[config.mk]
export PLATFORM = sky130hd
export DESIGN_NAME = spu_ctrl
export DESIGN_NICKNAME = d
export VERILOG_FILES = /design/src/sv/spu_pkg.sv /design/src/sv/spu_ctrl.sv
export SDC_FILE = /design/constraint.sdc
export NUM_CORES = 1
export LEC_CHECK = 0
export ABC_CLOCK_PERIOD_IN_PS = 3700
export BUFFER_PORTS_ARGS = -buffer_cell sky130_fd_sc_hd__buf_2
export CORE_MARGIN = 10
export CORE_UTILIZATION = 53
export DETAILED_ROUTE_END_ITERATION = 16
export PLACE_DENSITY = 0.84
export SKIP_LAST_GASP = 1
export SLEW_MARGIN = 20
export SYNTH_ARGS = -nofsm -noshare
export SYNTH_HDL_FRONTEND = slang
export SYNTH_SLANG_ARGS = --single-unit
export TNS_END_PERCENT = 1
[constraint.sdc]
create_clock -name clk_i -period 3.7 [get_ports clk_i]
set_clock_uncertainty 0.1 [all_clocks]
set_input_delay 0.37 -clock clk_i [delete_from_list [all_inputs] [get_ports clk_i]]
set_output_delay 0.37 -clock clk_i [all_outputs]
set_load 0.05 [all_outputs]
[src/sv/spu_pkg.sv]
`timescale 1ns / 1ps

package spu_pkg;

  localparam int ADDR_BITS = 16;
  localparam int MEM_DEPTH = 2 ** ADDR_BITS;
  localparam int SP_W      = 16;
  localparam int VAL_W     = 64;
  localparam int WORD_W    = 16;
  localparam int SEG_W     = 4;
  localparam int PSW_W     = 8;
  localparam int BYTE_W    = 8;
  localparam int NB_W      = 4;
  localparam int LIST_W    = 4;
  localparam int ACT_W     = 2;
  localparam int MAX_BYTES = 8;
  localparam int SLOT_N    = 6;
  localparam int SLOT_W    = 8;
  localparam int SEL_W     = 3;
  localparam int CNT_W     = 4;
  localparam int CFG_AW    = 3;
  localparam int CFG_DW    = 32;

  localparam logic [ACT_W-1:0] ACT_PUSH      = 2'd0;
  localparam logic [ACT_W-1:0] ACT_POP       = 2'd1;
  localparam logic [ACT_W-1:0] ACT_PUSH_LIST = 2'd2;
  localparam logic [ACT_W-1:0] ACT_POP_LIST  = 2'd3;

  localparam logic [0:0] REG_LARGE_MODEL = 1'b0;

  // list bits
  localparam int LB_EA  = 0;
  localparam int LB_PC  = 1;
  localparam int LB_PSW = 2;
  localparam int LB_LR  = 3;

  // push slots, in store order
  localparam logic [SEL_W-1:0] PS_ECSR = 3'd0;
  localparam logic [SEL_W-1:0] PS_ELR  = 3'd1;
  localparam logic [SEL_W-1:0] PS_EPSW = 3'd2;
  localparam logic [SEL_W-1:0] PS_LCSR = 3'd3;
  localparam logic [SEL_W-1:0] PS_LR   = 3'd4;
  localparam logic [SEL_W-1:0] PS_EA   = 3'd5;

  // pop slots, in restore order
  localparam logic [SEL_W-1:0] PP_EA   = 3'd0;
  localparam logic [SEL_W-1:0] PP_LR   = 3'd1;
  localparam logic [SEL_W-1:0] PP_LCSR = 3'd2;
  localparam logic [SEL_W-1:0] PP_PSW  = 3'd3;
  localparam logic [SEL_W-1:0] PP_PC   = 3'd4;
  localparam logic [SEL_W-1:0] PP_CSR  = 3'd5;

  typedef struct packed {
    logic             start;
    logic             load_out;
    logic             we;
    logic             re;
    logic             up;
    logic [SEL_W-1:0] sel;
    logic             hi;
  } spu_cmd_t;

  typedef struct packed {
    logic [ACT_W-1:0]  act;
    logic [NB_W-1:0]   nbytes;
    logic [SLOT_W-1:0] slots;
  } spu_sts_t;

endpackage

[src/sv/spu_ctrl.sv]
`timescale 1ns / 1ps

module spu_ctrl import spu_pkg::*; (
  input  logic     clk_i,
  input  logic     rst_ni,
  input  logic     in_valid_i,
  output logic     in_ready_o,
  input  logic     out_ready_i,
  output logic     out_valid_o,
  input  spu_sts_t sts_i,
  output spu_cmd_t cmd_o
);

  localparam logic [1:0] S_IDLE = 2'd0;
  localparam logic [1:0] S_RUN  = 2'd1;
  localparam logic [1:0] S_CAPT = 2'd2;
  localparam logic [1:0] S_DONE = 2'd3;

  logic [1:0]       state_q, state_d;
  logic [CNT_W-1:0] cnt_q, cnt_d;
  logic             half_q, half_d;
  logic             out_valid_q, out_valid_d;
  spu_cmd_t         cmd;

  always_comb begin
    state_d    = state_q;
    cnt_d      = cnt_q;
    half_d     = half_q;
    cmd        = '0;
    in_ready_o = (state_q == S_IDLE);
    case (state_q)
      S_IDLE: begin
        if (in_valid_i) begin
          cmd.start = 1'b1;
          cnt_d     = '0;
          half_d    = 1'b0;
          state_d   = S_RUN;
        end
      end
      S_RUN: begin
        if (!sts_i.act[1]) begin
          // single register: one byte per cycle, ascending
          if (cnt_q < sts_i.nbytes) begin
            cmd.we  = (sts_i.act == ACT_PUSH);
            cmd.re  = (sts_i.act == ACT_POP);
            cmd.up  = 1'b1;
            cmd.sel = cnt_q[SEL_W-1:0];
            cnt_d   = cnt_q + 1'b1;
          end else begin
            state_d = S_CAPT;
          end
        end else begin
          // register list: two bytes per enabled slot, skip the rest
          if (cnt_q >= CNT_W'(SLOT_N)) begin
            state_d = S_CAPT;
          end else if (sts_i.slots[cnt_q[SEL_W-1:0]]) begin
            cmd.we  = (sts_i.act == ACT_PUSH_LIST);
            cmd.re  = (sts_i.act == ACT_POP_LIST);
            cmd.up  = (sts_i.act == ACT_POP_LIST);
            cmd.sel = cnt_q[SEL_W-1:0];
            cmd.hi  = (sts_i.act == ACT_PUSH_LIST) ? ~half_q : half_q;
            half_d  = ~half_q;
            if (half_q) begin
              cnt_d = cnt_q + 1'b1;
            end
          end else begin
            cnt_d = cnt_q + 1'b1;
          end
        end
      end
      S_CAPT: begin
        state_d = S_DONE;
      end
      S_DONE: begin
        if (!out_valid_q || out_ready_i) begin
          cmd.load_out = 1'b1;
          state_d      = S_IDLE;
        end
      end
      default: begin
        state_d = S_IDLE;
      end
    endcase
  end

  always_comb begin
    out_valid_d = out_valid_q;
    if (out_valid_q && out_ready_i) begin
      out_valid_d = 1'b0;
    end
    if (cmd.load_out) begin
      out_valid_d = 1'b1;
    end
  end

  always_ff @(posedge clk_i or negedge rst_ni) begin
    if (!rst_ni) begin
      state_q     <= S_IDLE;
      cnt_q       <= '0;
      half_q      <= 1'b0;
      out_valid_q <= 1'b0;
    end else begin
      state_q     <= state_d;
      cnt_q       <= cnt_d;
      half_q      <= half_d;
      out_valid_q <= out_valid_d;
    end
  end

  assign cmd_o       = cmd;
  assign out_valid_o = out_valid_q;

  a_cnt_range: assert property (@(posedge clk_i) disable iff (!rst_ni)
    state_q == S_RUN |-> cnt_q <= CNT_W'(MAX_BYTES))
    else $error("step counter out of range");

  a_no_overwrite: assert property (@(posedge clk_i) disable iff (!rst_ni)
    cmd.load_out |-> (!out_valid_q || out_ready_i))
    else $error("result register overwritten while held");

  a_mem_excl: assert property (@(posedge clk_i) disable iff (!rst_ni)
    !(cmd.we && cmd.re))
    else $error("memory write and read in one cycle");

endmodule

* Word-level counts from Yosys, hierarchy flattened
Index checks and enable logic that the tools add are counted.
Word-level totals: output and inout bits 11, bits in latches 0, bits of input ports 18, memories 0, bits in registers 8, memory bits (writable) 0, ROM bits 0, word-level logic and storage cells 68
Cells by class: eq/ne operators 16, reduce and logical (&&, ||, !) cells 10, shift operators 0, bitwise gates (word level) 1, order comparisons 3, $mul 0, div/mod/pow operators 0, muxes and demuxes 33, $add $sub $neg 1
Operators with widths (count):
- $mux 4 | 6
- $mux 7 | 3
- $mux 1 | 13
- $mux 6 | 2
- $ne 3x3->1 const B | 4
- $mux 2 | 5
- $ne 2x2->1 const B | 5
- $reduce_and 5->1 | 2
- $eq 2x2->1 const B | 4
- $pmux 2 s4 | 1
- $pmux 4 s2 | 1
- $add 4x1->4 const B | 1
- $eq 2x1->1 const B | 2
- $ge 4x3->1 const B | 1
- $logic_not 2->1 | 2
- $lt 3x4->1 const B | 1
- $lt 4x4->1 | 1
- $ne 4x4->1 const B | 1
- $reduce_and 4->1 | 1
- $reduce_bool 2->1 | 2
- $bmux 1 s3 | 1
- $pmux 1 s2 | 1
- $logic_and 1x1->1 | 1
- $logic_not 1->1 | 1
- 2 further kinds | 2

* Logic depth before layout (Yosys ltp)
depth after elaboration 6, depth in mapped cells 8, mapped depth without buffers 7

* Worst setup path before layout
No wires, ideal clock.
kind flip-flop to output port, start register cnt_q[0], end output port cmd_o[4] (netlist name), path buffers 1, path slack 1.050 ns, data arrival time 2.180 ns, data required time 3.230 ns, cell stages (with the launch flop) 9, cell sequence dfrtp_1 buf_6 inv_1 ha_1 o21ai_0 nand3b_1 nand3b_1 a21boi_1 nor2b_1
RTL lines:
- start, declared | RTL line spu_ctrl.sv:20 | logic [CNT_W-1:0] cnt_q, cnt_d;
- start signal, assigned | RTL line spu_ctrl.sv:104 | cnt_q <= cnt_d;
- end, declared | RTL line spu_ctrl.sv:11 | output spu_cmd_t cmd_o

==> flow_summary.toml <==
[die]
core_area_um2 = 1506
die-area_um2 = 3572
die_w_um = 59.77
start_util = 0.5565
core.rowCount = 14
pin_count = 29
chipHeight_um = 59.77

[sta]
hold_violations = 0
worst_slack_ns = 0.8505
fin_crit_sh = 0.7701
clock.fmax_ghz = 0.3509
finalCriticalPeriod_ns = 2.850
tightest_slew_ns = 0.5354
fin_tns_setup_ns = 0
slew_headroom = 0.6329
setup_viol = 0
slew_violations = 0
rsz0062_at_grt = "no"

[layout]
final_cells = 139
mostFrequentLayoutCells = "buf_2 (28), ha_1 (9), nor2b_1 (8), dfrtp_1 (8)"
seq_area_um2 = 200.2
multi_input_area_um2 = 574.3
diodes = 0
final_layout_size_suffix_gt1_frac = 0.3008
area_growth_pct = 18.51
nNetsFinal = 152
fillers = 124
final_common_cell = "buf_2"

[power]
ir_drop_v = 0.0004921
power.density_nw_per_um2 = 690.9
p_leak_nw = 0.5349

[logic_synthesis]
synthesis.nets = 123
yosysUniqueCellTypes = 33
syn-cell-area_um2 = 838.3
ys_seq_area_frac = 0.2388
avgSynthCellArea_um2 = 8.732
ys_ff_latch = 8
ys_warn_count = 0
syn_inst = 96

[run_status]
status = "finished clean"

[worst_setup_path]
required_ns = 3.23
crit_end = "cmd_o[2]"
cpMaxStageDelayCell = "dfrtp_1"
critPathMostFrequentCell = "nand3b_1"
path_max_fanout = 13
r2r_slack_ns = 1.48
worstPathCellList = "inv_1 > ha_1 > o21ai_0 > nand3b_1 > nand3b_1 > a21boi_1 > and2_1 > buf_2"
crit_path_end_kind = "output port"
arrival_ns = 2.38
startpoint_type = "register"
crit_path_max_incr_delay_ns = 0.57
path_class = "reg2out"
crit_path_start = "cnt_q[0]"
r2r-start = "cnt_q[1]"
r2r_cells = 6
rr_endpoint = "state_q[1]"

[run]
maxCapViolCount = 0

[global_routing]
grt_pass1_wl_um = 3291
grt_start_max_net_pins = 14
grt-ovfl-total = 0
globalRouteTotalUtil = 0.1124
antenna_found_initial = 0
grt_pass1_vias = 769

[clock_tree]
cts_sinks = 8
numCtsBuffers = 3
h-tree-depth = 1
clk_pin_slew_ns = 0.05
cts_root_buf = "clkbuf_4"
max-clock-path-buffers = 2
cts_tree = "done"
clock_latency_ns = 0.25

[place]
place_congestion = 0.8790
hpwl_um = 1607
pre_cts_ws_ns = 1.141
dp.cells = 135
portBuffers = 28

[detailed_routing]
wirelength_um = 1995
post-route-drc-count = 0
wire_per_inst_um = 14.35
drtIter0Drc = 17
viasPerCell = 5.568
num_vias = 774
firstDrtPassIters = 4
detail-route-antenna-nets = 0

[worst_hold_path]
hp-class = "in2reg"
-- report_power, final --
part	leakage (nW)	switching, W	internal [W]
Sequential	0.104	0.0000530	0.000119
Combinational	0.417	0.000280	0.000171
Clock	0.0138	0.0000268	0.0000369
-- routing by layer --
layer	vias to the layer above	wire (µm)	track usage
met2	27	884	0.1765
met4	0	0	0.03846
met1	354	895	0.1336
li1	393	-	-
met5	-	0	0
met3	0	215	0.04661
-- cells by family (layout without fill, tap and decap cells) --
kind of cell / Yosys count / after routing / share of synthesized area
and+or+nand+nor: 39 / 39 / 0.2552
AOI/OAI and AO/OA: 18 / 18 / 0.1657
xor gates and xnor gates: 1 / 1 / 0.01045
DFF: 8 / 8 / 0.2388
buffers and inverters: 12 / 39 / 0.07612
adders and majority gates: 9 / 9 / 0.1343
muxes: 9 / 9 / 0.1194
-- how the worst min path moves through the flow --
stage | slack, ns | start | to | depth (start not counted)
after floorplan | -0.03 | rst_ni | cnt_q[0] | 0
after global placement | 0.12 | rst_ni | out_valid_o | 1
after detailed placement | 0.12 | rst_ni | cnt_q[3] | 1
after CTS | 0.30 | out_ready_i | out_valid_o | 3
after global routing | 0.35 | out_ready_i | out_valid_o | 3
final | 0.31 | out_ready_i | out_valid_o | 3
-- synth_stat cells --
master	instances	share of area
nor2b_1	8	0.060
o21ai_1	1	0.0060
and4_1	1	0.010
a21oi_1	2	0.012
mux2_1	1	0.013
a221o_1	1	0.012
mux2_2	3	0.040
buf_6	1	0.013
nand4_1	1	0.0075
xor2_1	1	0.010
mux2_4	1	0.018
nor2_1	7	0.031
o21ai_0	4	0.024
nand3b_1	2	0.018
o31ai_1	2	0.018
inv_1	7	0.031
ha_1	9	0.13
a31o_2	1	0.010
nand3_1	4	0.024
a211o_1	1	0.010
and2_1	6	0.045
a41o_1	1	0.012
a32oi_2	1	0.019
a21boi_1	1	0.0090
nand2_1	5	0.022
mux2i_1	4	0.048
a22o_1	2	0.021
dfrtp_1	8	0.24
nor4_1	1	0.0075
buf_4	3	0.027
nand2b_1	4	0.030
o32a_1	1	0.012
clkbuf_1	1	0.0045
-- critical path, delay by kind of cell, from the launching register on --
family,cells,cell delay [ns]
fa+ha+maj,1,0.20
simple gates,3,0.58
buf+inv,2,0.35
compound gates,2,0.43
flops,1,0.57
-- area by class of cell --
type	count	share of cell area
clock buffer	3	0.02267
sequential	8	0.2015
timing repair buffer	29	0.1511
multi-input combinational	76	0.5781
tap	16	0.02015
inverter	7	0.02645
-- repair_timing --
item | CTS | global route
setup buffers | 0 | 0
endpoints found under the hold margin | 8 | 0
resized for setup | 0 | 0
hold buffers | 1 | 0
-- state kept, by name, indices dropped and copies added (netlist names) --
| name | cells |
|---|---|
| state_q | 2 |
| cnt_q | 4 |
| half_q | 1 |
| out_valid_o | 1 |
-- stage by stage --
stage	utilization	instance area (µm²)	hold WS [ns]	power (W)
detailed placement	0.6379	960.9	0.1223	0.0006220
CTS	0.6595	993.5	0.3023	0.0006904
global placement	0.6379	960.9	0.1229	0.0006063
finish	0.6595	993.5	0.3116	0.0006864
floorplan	-	838.3	-0.02559	0.0005433
global route	0.6595	993.5	0.3536	0.0007378
Power figures use the tool's default switching activity.
